[src/rtl/core/dcfp_pkg.sv]
// Shared constants and types for the deck control frame parser.
// No dependencies.
`default_nettype none

package dcfp_pkg;

    localparam int BUF_DEPTH = 17;
    localparam int HDR_BYTES = 2;
    localparam logic [7:0] CNT_MASK = 8'h0f;

    // frame judged on its checksum byte
    typedef struct packed {
        logic       valid;
        logic       ok;
        logic [7:0] cmd;
        logic [7:0] sub;
        logic [3:0] cnt;
    } t_frame_evt;

    typedef struct packed {
        logic [7:0] command_byte;
        logic [7:0] subcommand_byte;
        logic [3:0] data_count;
        logic [3:0] data_index;
        logic [7:0] data_byte;
        logic       has_data;
        logic       checksum_ok;
        logic       last;
    } t_result;

endpackage

`default_nettype wire

[src/rtl/core/dcfp_channels.sv]
// Valid/ready channels of the deck control frame parser.
// No dependencies.
`default_nettype none

interface dcfp_rx_if;
    logic       valid;
    logic       ready;
    logic [7:0] rx_byte;

    modport source (output valid, output rx_byte, input ready);
    modport sink (input valid, input rx_byte, output ready);
endinterface

interface dcfp_res_if;
    logic       valid;
    logic       ready;
    logic [7:0] command_byte;
    logic [7:0] subcommand_byte;
    logic [3:0] data_count;
    logic [3:0] data_index;
    logic [7:0] data_byte;
    logic       has_data;
    logic       checksum_ok;
    logic       last;

    modport source (output valid, output command_byte, output subcommand_byte,
                    output data_count, output data_index, output data_byte,
                    output has_data, output checksum_ok, output last, input ready);
    modport sink (input valid, input command_byte, input subcommand_byte,
                  input data_count, input data_index, input data_byte,
                  input has_data, input checksum_ok, input last, output ready);
endinterface

`default_nettype wire

[src/rtl/core/dcfp_assembler.sv]
// Frame assembler: byte counter, running checksum and frame buffer.
// Depends on dcfp_pkg.
`default_nettype none

module dcfp_assembler (
    input  wire logic                  i_clk,
    input  wire logic                  i_rst_n,
    input  wire logic                  i_take,
    input  wire logic [7:0]            i_byte,
    input  wire logic [3:0]            i_rd_idx,
    output      logic                  o_chk_pos,
    output      dcfp_pkg::t_frame_evt  o_evt,
    output      logic [7:0]            o_rd_data
);

    logic [4:0] r_count, n_count;
    logic [7:0] r_sum, n_sum;
    logic [7:0] r_buf [dcfp_pkg::BUF_DEPTH];

    logic [3:0] cnt;
    logic [4:0] rd_addr;

    assign cnt = r_buf[0][3:0] & dcfp_pkg::CNT_MASK[3:0];

    assign o_chk_pos = (r_count >= 5'(dcfp_pkg::HDR_BYTES)) &&
                       ((r_count >= ({1'b0, cnt} + 5'(dcfp_pkg::HDR_BYTES))) ||
                        (r_count >= 5'(dcfp_pkg::BUF_DEPTH)));

    always_comb begin
        o_evt.valid = i_take && o_chk_pos;
        o_evt.ok    = (i_byte == r_sum);
        o_evt.cmd   = r_buf[0];
        o_evt.sub   = r_buf[1];
        o_evt.cnt   = cnt;
    end

    // data byte i sits after the two header bytes
    assign rd_addr = {1'b0, i_rd_idx} + 5'(dcfp_pkg::HDR_BYTES);

    always_comb begin
        if (rd_addr < 5'(dcfp_pkg::BUF_DEPTH)) begin
            o_rd_data = r_buf[rd_addr];
        end else begin
            o_rd_data = '0;
        end
    end

    always_comb begin
        n_count = r_count;
        n_sum   = r_sum;
        if (i_take) begin
            if (o_chk_pos) begin
                n_count = '0;
                n_sum   = '0;
            end else begin
                n_count = r_count + 5'd1;
                n_sum   = r_sum + i_byte;
            end
        end
    end

    always_ff @(posedge i_clk) begin
        if (!i_rst_n) begin
            r_count <= '0;
            r_sum   <= '0;
        end else begin
            r_count <= n_count;
            r_sum   <= n_sum;
        end
    end

    always_ff @(posedge i_clk) begin
        if (i_take && !o_chk_pos) begin
            r_buf[r_count] <= i_byte;
        end
    end

endmodule

`default_nettype wire

[src/rtl/core/deck_control_frame_parser_core.sv]
// A frame's first request is valid in the cycle after its checksum byte is taken.
// Rx takes one byte per cycle when not busy; a good frame with N > 0 data bytes yields N
// requests, one per cycle if the result side is ready, with rx ready low while they issue.
// A checksum byte also waits for the result register to be free.
// Reset (synchronous, active low) clears the counter, checksum and output valid;
// the frame buffer holds no reset and is read only after being written.
`default_nettype none

module deck_control_frame_parser_core (
    input  wire logic i_clk,
    input  wire logic i_rst_n,
    dcfp_rx_if.sink   i_rx,
    dcfp_res_if.source o_res
);

    logic                 chk_pos;
    logic                 take;
    logic                 out_free;
    logic [3:0]           rd_idx;
    logic [7:0]           rd_data;
    dcfp_pkg::t_frame_evt evt;

    logic                 r_ov, n_ov;
    dcfp_pkg::t_result    r_out, n_out;
    logic                 r_busy, n_busy;
    logic [3:0]           r_idx, n_idx;
    logic [7:0]           r_cmd, n_cmd;
    logic [7:0]           r_sub, n_sub;
    logic [3:0]           r_cnt, n_cnt;

    assign out_free   = !r_ov || o_res.ready;
    assign i_rx.ready = !r_busy && (!chk_pos || out_free);
    assign take       = i_rx.valid && i_rx.ready;
    assign rd_idx     = r_busy ? r_idx : 4'd0;

    dcfp_assembler u_asm (
        .i_clk     (i_clk),
        .i_rst_n   (i_rst_n),
        .i_take    (take),
        .i_byte    (i_rx.rx_byte),
        .i_rd_idx  (rd_idx),
        .o_chk_pos (chk_pos),
        .o_evt     (evt),
        .o_rd_data (rd_data)
    );

    always_comb begin
        n_ov   = r_ov;
        n_out  = r_out;
        n_busy = r_busy;
        n_idx  = r_idx;
        n_cmd  = r_cmd;
        n_sub  = r_sub;
        n_cnt  = r_cnt;
        if (r_ov && o_res.ready) begin
            n_ov = 1'b0;
        end
        if (evt.valid) begin
            n_ov                  = 1'b1;
            n_out.command_byte    = evt.cmd;
            n_out.subcommand_byte = evt.sub;
            n_out.data_count      = evt.cnt;
            n_out.data_index      = 4'd0;
            n_out.checksum_ok     = evt.ok;
            n_out.has_data        = evt.ok && (evt.cnt != 4'd0);
            n_out.data_byte       = n_out.has_data ? rd_data : 8'd0;
            n_out.last            = !(evt.ok && (evt.cnt > 4'd1));
            n_busy                = evt.ok && (evt.cnt > 4'd1);
            n_idx                 = 4'd1;
            n_cmd                 = evt.cmd;
            n_sub                 = evt.sub;
            n_cnt                 = evt.cnt;
        end else if (r_busy && out_free) begin
            n_ov                  = 1'b1;
            n_out.command_byte    = r_cmd;
            n_out.subcommand_byte = r_sub;
            n_out.data_count      = r_cnt;
            n_out.data_index      = r_idx;
            n_out.data_byte       = rd_data;
            n_out.has_data        = 1'b1;
            n_out.checksum_ok     = 1'b1;
            n_out.last            = (r_idx == r_cnt - 4'd1);
            n_idx                 = r_idx + 4'd1;
            if (n_out.last) begin
                n_busy = 1'b0;
            end
        end
    end

    always_ff @(posedge i_clk) begin
        if (!i_rst_n) begin
            r_ov   <= 1'b0;
            r_busy <= 1'b0;
            r_idx  <= '0;
        end else begin
            r_ov   <= n_ov;
            r_busy <= n_busy;
            r_idx  <= n_idx;
        end
    end

    always_ff @(posedge i_clk) begin
        r_out <= n_out;
        r_cmd <= n_cmd;
        r_sub <= n_sub;
        r_cnt <= n_cnt;
    end

    assign o_res.valid           = r_ov;
    assign o_res.command_byte    = r_out.command_byte;
    assign o_res.subcommand_byte = r_out.subcommand_byte;
    assign o_res.data_count      = r_out.data_count;
    assign o_res.data_index      = r_out.data_index;
    assign o_res.data_byte       = r_out.data_byte;
    assign o_res.has_data        = r_out.has_data;
    assign o_res.checksum_ok     = r_out.checksum_ok;
    assign o_res.last            = r_out.last;

endmodule

`default_nettype wire

[src/flat_wrapper.sv]
// flat-port wrapper written by rule: the top's interface ports become plain ports
module deck_control_frame_parser_core_flat 
  (i_clk, i_rst_n, i_rx_valid, i_rx_rx_byte, i_rx_ready, o_res_valid, o_res_command_byte, o_res_subcommand_byte, o_res_data_count, o_res_data_index, o_res_data_byte, o_res_has_data, o_res_checksum_ok, o_res_last, o_res_ready);
  dcfp_rx_if i_rx_i ();
  dcfp_res_if o_res_i ();
  input  wire logic i_clk;
  input  wire logic i_rst_n;
  input wire logic [$bits(i_rx_i.valid)-1:0] i_rx_valid;
  input wire logic [$bits(i_rx_i.rx_byte)-1:0] i_rx_rx_byte;
  output wire logic [$bits(i_rx_i.ready)-1:0] i_rx_ready;
  output wire logic [$bits(o_res_i.valid)-1:0] o_res_valid;
  output wire logic [$bits(o_res_i.command_byte)-1:0] o_res_command_byte;
  output wire logic [$bits(o_res_i.subcommand_byte)-1:0] o_res_subcommand_byte;
  output wire logic [$bits(o_res_i.data_count)-1:0] o_res_data_count;
  output wire logic [$bits(o_res_i.data_index)-1:0] o_res_data_index;
  output wire logic [$bits(o_res_i.data_byte)-1:0] o_res_data_byte;
  output wire logic [$bits(o_res_i.has_data)-1:0] o_res_has_data;
  output wire logic [$bits(o_res_i.checksum_ok)-1:0] o_res_checksum_ok;
  output wire logic [$bits(o_res_i.last)-1:0] o_res_last;
  input wire logic [$bits(o_res_i.ready)-1:0] o_res_ready;
  assign i_rx_i.valid = i_rx_valid;
  assign i_rx_i.rx_byte = i_rx_rx_byte;
  assign i_rx_ready = i_rx_i.ready;
  assign o_res_valid = o_res_i.valid;
  assign o_res_command_byte = o_res_i.command_byte;
  assign o_res_subcommand_byte = o_res_i.subcommand_byte;
  assign o_res_data_count = o_res_i.data_count;
  assign o_res_data_index = o_res_i.data_index;
  assign o_res_data_byte = o_res_i.data_byte;
  assign o_res_has_data = o_res_i.has_data;
  assign o_res_checksum_ok = o_res_i.checksum_ok;
  assign o_res_last = o_res_i.last;
  assign o_res_i.ready = o_res_ready;
  deck_control_frame_parser_core u_core (.i_clk(i_clk), .i_rst_n(i_rst_n), .i_rx(i_rx_i), .o_res(o_res_i));
endmodule
[config.mk]
export PLATFORM = sky130hd
export DESIGN_NAME = deck_control_frame_parser_core_flat
export DESIGN_NICKNAME = d
export VERILOG_FILES = /design/src/rtl/core/dcfp_pkg.sv /design/src/rtl/core/dcfp_channels.sv /design/src/rtl/core/dcfp_assembler.sv /design/src/rtl/core/deck_control_frame_parser_core.sv /design/src/flat_wrapper.sv
export SDC_FILE = /design/constraint.sdc
export NUM_CORES = 1
export LEC_CHECK = 0
export BUFFER_PORTS_ARGS = -buffer_cell sky130_fd_sc_hd__clkbuf_2
export CORE_ASPECT_RATIO = 1.75
export CORE_MARGIN = 3
export CORE_UTILIZATION = 53
export CTS_CLUSTER_SIZE = 24
export DETAILED_ROUTE_END_ITERATION = 8
export GPL_TIMING_DRIVEN = 0
export PLACE_DENSITY_LB_ADDON = 0.25
export REMOVE_ABC_BUFFERS = 1
export SYNTH_ARGS = -nofsm -noshare
export SYNTH_HDL_FRONTEND = slang
export SYNTH_SLANG_ARGS = --single-unit
[constraint.sdc]
create_clock -name i_clk -period 3.8 [get_ports i_clk]
set_input_delay 0.76 -clock i_clk [delete_from_list [all_inputs] [get_ports i_clk]]
set_output_delay 0.76 -clock i_clk [all_outputs]
set_load 0.01 [all_outputs]
==> results of run 1 <==
## Yosys cell counts (4+ instances only)
cell        n
a211oi_1    7
a21oi_1    22
a22o_1     15
a22oi_1    18
and3_2      8
buf_2       9
buf_4       8
buf_6       4
clkbuf_1    5
dfxtp_1    23
edfxtp_1  186
ha_1       21
inv_1      10
mux2i_1    30
mux4_2     23
nand2_1    38
nand2_2     5
nand3_1     8
nor2_1     26
nor2b_1     4
nor3_1      4
o21ai_0    10
or3_1       6
xnor2_1     8
xor2_1      7
## through the flow
stage | std cells | setup WS (ns) | total power (W) | area, um^2 | hold slack (ns)
after floorplan | 537 | 0.337 | 0.00274 | 8700 | 0.436
after global placement | 805 | -0.867 | 0.00281 | 9220 | 0.443
after detailed placement | 806 | -0.450 | 0.00282 | 9250 | 0.455
after CTS | 838 | 0.0756 | 0.00473 | 9890 | 0.462
after global routing | 840 | 0.0215 | 0.00485 | 9930 | 0.491
final | 840 | 0.184 | 0.00470 | 9930 | 0.458
## where the power goes
group	internal [W]	switching, W	leakage, nW
registers	0.00253	0.0000266	1.88
clock network	0.00113	0.000798	0.300
logic	0.0000781	0.000137	1.23
## state kept, by name (all words and copies together), names as in the netlist
signal and flops:
u_core.o_res.command_byte 5, u_core.o_res.subcommand_byte 8, u_core.o_res.last 1, u_core.r_cmd 5, u_core.u_asm.r_sum 8, u_core.u_asm.r_count 5
u_core.o_res.has_data 1, u_core.r_idx 4, u_core.r_busy 1, u_core.o_res.checksum_ok 1, u_core.u_asm.r_buf 143, u_core.o_res.data_index 4
u_core.r_cnt 3, u_core.o_res.data_byte 8, u_core.o_res.data_count 3, u_core.r_sub 8, u_core.o_res.valid 1
## kinds of logic (layout without fill, tap and decap cells)
kind of cell    Yosys count  after routing  synth area share, %
xor+xnor                 16             16                 1.67
buf+inv                  40             96                 2.50
fa+ha+maj                22             22                 3.19
flops                   209            209                 68.3
other cells               1              7               0.0424
compound gates           94             94                 7.49
mux                      54             54                 9.54
simple gates            122            122                 7.25
## what timing repair did
item / CTS / global route
gates resized for setup: 4 / 3
endpoints found under the hold margin: 0 / 0
endpoints found under the setup margin: 34 / 41
setup buffers: 0 / 1
pin swaps: 1 / 1
gates cloned: 0 / 1
## metal layers
| layer | up-vias | track usage, % | part of all wire [%] |
|---|---|---|---|
| li1 | 2269 | - | - |
| met1 | 2531 | 23.6 | 37 |
| met2 | 133 | 38.0 | 55 |
| met3 | 32 | 2.52 | 4.3 |
| met4 | 0 | 7.38 | 3.2 |
| met5 | - | 0 | 0 |
## final cells by class
| class | instances | area (um^2) |
|---|---|---|
| Sequential cell | 209 | 6050 |
| Fill cell | 1211 | 6170 |
| Inverter | 13 | 52.6 |
| Timing Repair inverter | 1 | 7.51 |
| Clock inverter | 10 | 133 |
| Timing Repair Buffer | 50 | 285 |
| Multi-Input combinational cell | 315 | 2640 |
| Clock buffer | 22 | 487 |
| Tap cell | 220 | 275 |
## worst paths after layout
kind	from	endpoint	slack (ns)	depth (start not counted)
hold / removal	u_core.u_asm.r_sum[4]$_SDFFE_PN0N_	u_core.u_asm.r_sum[4]$_SDFFE_PN0N_	0.46	2
hold reg to reg	u_core.u_asm.r_sum[4]$_SDFFE_PN0N_	u_core.u_asm.r_sum[4]$_SDFFE_PN0N_	0.46	2
setup reg to reg	u_core.r_busy$_SDFFE_PN0P_	u_core.o_res.data_byte[1]$_DFFE_PP_	0.27	8
setup / recovery	u_core.u_asm.r_buf[0][1]$_DFFE_PP_	i_rx_ready	0.18	9
## critical path, delay by kind of cell, from the launching register on
family                     cells  cell delay [ns]
buffers and inverters          2             0.19
AOI/OAI and AO/OA              3             0.60
adders and majority gates      2             0.61
and+or+nand+nor                2             0.45
DFF                            1             0.52
==> reports/metrics.yaml, run 1 <==
clocking:
  cts_sinks: 209
  cts_buffers: 19
  ctsHtreeMaxLevel: 1
  clk_latency_ns: 0.49
  ctsHoldBuffers: 0
  clock_path_buffers: 3
  path_clk_slew_ns: 0.07
  cts_tree: "yes"
  clockRootBuffer: "clkbuf_16"
sta:
  fin_crit_ns: 3.62
  rsz0062_at_grt: "false"
  finClkSkew_ns: 0.0104
  fin_crit_sh_pct: 95.2
  max_slew_margin_pct: 23.4
  worst_pin_slew_ns: 1.14
  finalHoldViolCount: 0
  setup_viol_count_final: 0
  max_freq_ghz: 0.277
  tns_ns: 0
  final_max_slew_viol_count: 0
floorplanning:
  die_w_um: 104
  io_pins: 49
  die-area_um2: 18300
  core_um2: 16100
  dieHeight_um: 177
  rows: 61
  start_util_pct: 55.0
grt:
  antenna_found_initial: 0
  grt_use_total_pct: 20.2
  grt_overflow: 0
  grt_first_pass_wirelength_um: 28500
  grt_max_degree: 38
  grt_pass1_vias: 5061
outcome:
  run_status: "completed"
synth:
  yosys-top-cells-area: "edfxtp_1 63%, mux4_2 5.9%, dfxtp_1 5.2%, mux2i_1 3.4%, ha_1 3.0%"
  synth_edf_count: 186
  synthArstFlopShare_pct: 0
  ys_ff_latch: 209
  synth_top_area_share_pct: 63.1
  syn_area_per_cell_um2: 15.9
  yosysTopAreaCell: "edfxtp_1"
  synthesis.area_um2: 8850
  ys_types: 61
  synth_cells: 558
  ys_seq_area_share_pct: 68.3
  yosysWarnings: 0
  ys.flop_type: "edfxtp_1"
routing:
  postRouteAntennaNets: 0
  firstDrtPassIters: 5
  drtIter0Drc: 353
  viasPerCell: 5.91
  wl_per_cell_um: 22.0
  drt-total-wl_um: 18500
  vias: 4965
  drcViolationCount: 0
flow_run:
  drv_cap: 0
final_layout:
  final_nets: 643
  diodes: 0
  final_core_util_pct: 61.7
  mostFrequentLayoutCell: "edfxtp_1"
  syn_to_final_growth_pct: 12.2
  mostFrequentLayoutCells: "186 x edfxtp_1, 48 x clkbuf_2, 38 x nand2_1"
  final_layout_size_suffix_gt1_share_pct: 21.0
power_and_ir_drop:
  irDropWorstVdd_mv: 0.430
  p_leak_nw: 3.41
  power.density_nw_per_um2: 473
place:
  gp_congestion: 0.856
  portBuffers: 48
  dp_hpwl_um: 12100
setup_path:
  slowest_delay_ns: 0.52
  cp_slowest_cell: "edfxtp_1"
  arrival_ns: 2.86
  cp-end-kind: "primary output"
  critPathLaunchType: "flop"
  cp_cell_sequence: "ha_1 -> inv_1 -> ha_1 -> nand2_1 -> o21ai_0 -> a31oi_1 -> nor2_1 -> a21oi_1 -> clkbuf_2"
  critPathKind: "reg2out"
  critPathMaxFanout: 8
  cp.required_ns: 3.04
  crit_top_cell: "ha_1"
worst_hold_path:
  min-delay-path-class: "reg2reg"
(Power assumes the default switching activity.)
==> run 2, diff against run 1 <==
Settings changed: CORE_ASPECT_RATIO 1.75 to 0.5.
==> reports/metrics.yaml, run 2 (synthesis results as in run 1) <==
routing:
  drcViolationCount: 0
  drtIter0Drc: 470
  postRouteAntennaNets: 0
  vias: 4889
  viasPerCell: 5.81
  firstDrtPassIters: 5
  drt-total-wl_um: 17400
  wl_per_cell_um: 20.7
setup_path:
  cp-end-kind: "flop"
  rrSetupSlack_ns: 0.18
  cp_slowest_cell: "nor4b_2"
  critPathKind: "reg2reg"
  rr_worst_depth: 9
  worstReg2RegStart: "u_core.u_asm.r_buf[0][2]$_DFFE_PP_"
  critPathMaxFanout: 19
  cp.required_ns: 3.90
  slowest_delay_ns: 0.76
  arrival_ns: 3.72
  crit_top_cell: "ha_1"
  critPathLaunchType: "flop"
  cp_cell_sequence: "ha_1 -> inv_1 -> ha_1 -> a21oi_1 -> o21ai_0 -> a31o_2 -> a21oi_4 -> nand2_2 -> nor4b_2"
  r2r_end: "u_core.u_asm.r_buf[16][0]$_DFFE_PP_"
final_layout:
  mostFrequentLayoutCells: "186 x edfxtp_1, 48 x clkbuf_2, 38 x nand2_1"
  n_fill_cell: 1155
  regMostFlops: "u_core.u_asm.r_buf"
  layout.cells.non_filler: 841
  final_nets: 643
  final_layout_size_suffix_gt1_share_pct: 21.1
  diodes: 0
  syn_to_final_growth_pct: 11.8
  final_core_util_pct: 62.4
  largest_reg_flops: 143
  mostFrequentLayoutCell: "edfxtp_1"
sta:
  final_max_slew_viol_count: 0
  max_freq_ghz: 0.276
  setup_viol_count_final: 0
  finalHoldViolCount: 0
  fin_crit_ns: 3.62
  holdWs_ns: 0.461
  fin_crit_sh_pct: 95.3
  finClkSkew_ns: 0.00853
  rsz0062_at_grt: "false"
  worst_pin_slew_ns: 1.09
  max_slew_margin_pct: 26.9
floorplanning:
  dieHeight_um: 97.4
  core_um2: 15900
  rows: 32
  io_pins: 49
  start_util_pct: 55.8
  die-area_um2: 18400
  die_w_um: 189
grt:
  grt_overflow: 0
  gr-usage-met3_pct: 3.32
  grt_max_degree: 38
  grt_use_total_pct: 19.0
  grt_first_pass_wirelength_um: 27000
  grt_pass1_vias: 4724
  antenna_found_initial: 0
  grt-busiest-layer: "met1"
  met2_usage_pct: 28.2
  grt_util_met1_pct: 29.4
power_and_ir_drop:
  p_sw_share_pct: 20.6
  clkPwrFrac_pct: 40.1
  power.total_w: 0.00464
  p_sw_w: 0.000958
  p_comb_share_pct: 4.6
  p_leak_nw: 3.40
  power.density_nw_per_um2: 469
  p_int_w: 0.00368
  irDropWorstVdd_mv: 0.264
  seqPwrFrac_pct: 55.3
worst_hold_path:
  min_path_cells: 2
  hold_start: "u_core.o_res.data_index[2]$_SDFFE_PP0P_"
  min-delay-path-class: "reg2reg"
  whs_endpoint: "u_core.o_res.data_index[2]$_SDFFE_PP0P_"
clocking:
  ctsHtreeMaxLevel: 1
  cts_tree: "yes"
  cts_sinks: 209
  clock_path_buffers: 3
  path_clk_slew_ns: 0.07
  clockRootBuffer: "clkbuf_16"
  cts_buffers: 19
  clk_latency_ns: 0.48
place:
  dp.cells: 808
  gp_congestion: 0.857
  portBuffers: 48
  dp_hpwl_um: 11300
outcome:
  run_status: "completed"
flow_run:
  drv_cap: 0
==> run 2: cell types whose count changed in the layout (fill, tap and decap cells not counted), sizes merged <==
cell,previous run,this run
clkbuf,71,75
bufinv,3,1
inv,12,10
buf,1,2
clkinv,6,5
==> run 2: critical path, delay by kind of cell (launching register included) <==
kind                       cells  cell delay [ns]
and+or+nand+nor                2             0.91
buffers and inverters          1             0.04
AOI/OAI and AO/OA              4             1.11
DFF                            1             0.55
adders and majority gates      2             0.63
==> run 2: worst max-delay path by stage <==
stage	start	slack (ns)	end
2_1_floorplan	u_core.r_busy$_SDFFE_PN0P_	0.34	u_core.o_res.data_byte[6]$_DFFE_PP_
3_3_place_gp	u_core.r_busy$_SDFFE_PN0P_	-0.94	u_core.o_res.data_byte[3]$_DFFE_PP_
3_5_place_dp	u_core.u_asm.r_buf[0][1]$_DFFE_PP_	-0.05	u_core.o_res.subcommand_byte[6]$_DFFE_PP_
4_1_cts	u_core.r_busy$_SDFFE_PN0P_	0.02	u_core.o_res.data_byte[3]$_DFFE_PP_
5_1_grt	u_core.r_busy$_SDFFE_PN0P_	0.007	u_core.o_res.data_byte[6]$_DFFE_PP_
6_report	u_core.u_asm.r_buf[0][2]$_DFFE_PP_	0.18	u_core.u_asm.r_buf[16][0]$_DFFE_PP_
==> run 2: through the flow <==
stage               setup slack (ns)  area [um^2]  TNS [ns]
floorplan                      0.337         8700         0
detailed placement           -0.0473         9270     -1.18
global placement              -0.938         9220     -6.10
global route                 0.00739         9900         0
CTS                           0.0195         9880         0
finish                         0.179         9900         0
==> run 2: cell type report <==
class                      count  area [um^2]  area share (%)
sequential                   209         6050            61.1
multi-input combinational    315         2630            26.6
clock buffer                  27          546            5.51
timing repair buffer          50          280            2.83
tap                          221          277            2.79
clock inverter                 5         55.1           0.556
inverter                      13         52.6           0.531
timing repair inverter         1         7.51          0.0759
==> run 2: metal layers <==
metal | routed length (um) | up-vias
met4 | 312 | 0
li1 | - | 2279
met5 | 0 | -
met3 | 1200 | 26
met1 | 8220 | 2432
met2 | 7700 | 152
==> run 2: power groups by stage <==
stage / Combinational [W] / Sequential (W) / Clock (W)
global placement: 0.000203 / 0.00261 / 0
floorplan: 0.000137 / 0.00260 / 0
finish: 0.000215 / 0.00256 / 0.00186
detailed placement: 0.000209 / 0.00261 / 0
CTS: 0.000211 / 0.00256 / 0.00189
global route: 0.000239 / 0.00257 / 0.00199
==> run 2: what timing repair did <==
action,CTS,global route
setup endpoints to repair,27,35
gates resized for setup,1,5
buffers inserted,0,0
cloned,0,1
pin swaps,0,0
hold buffers,0,0
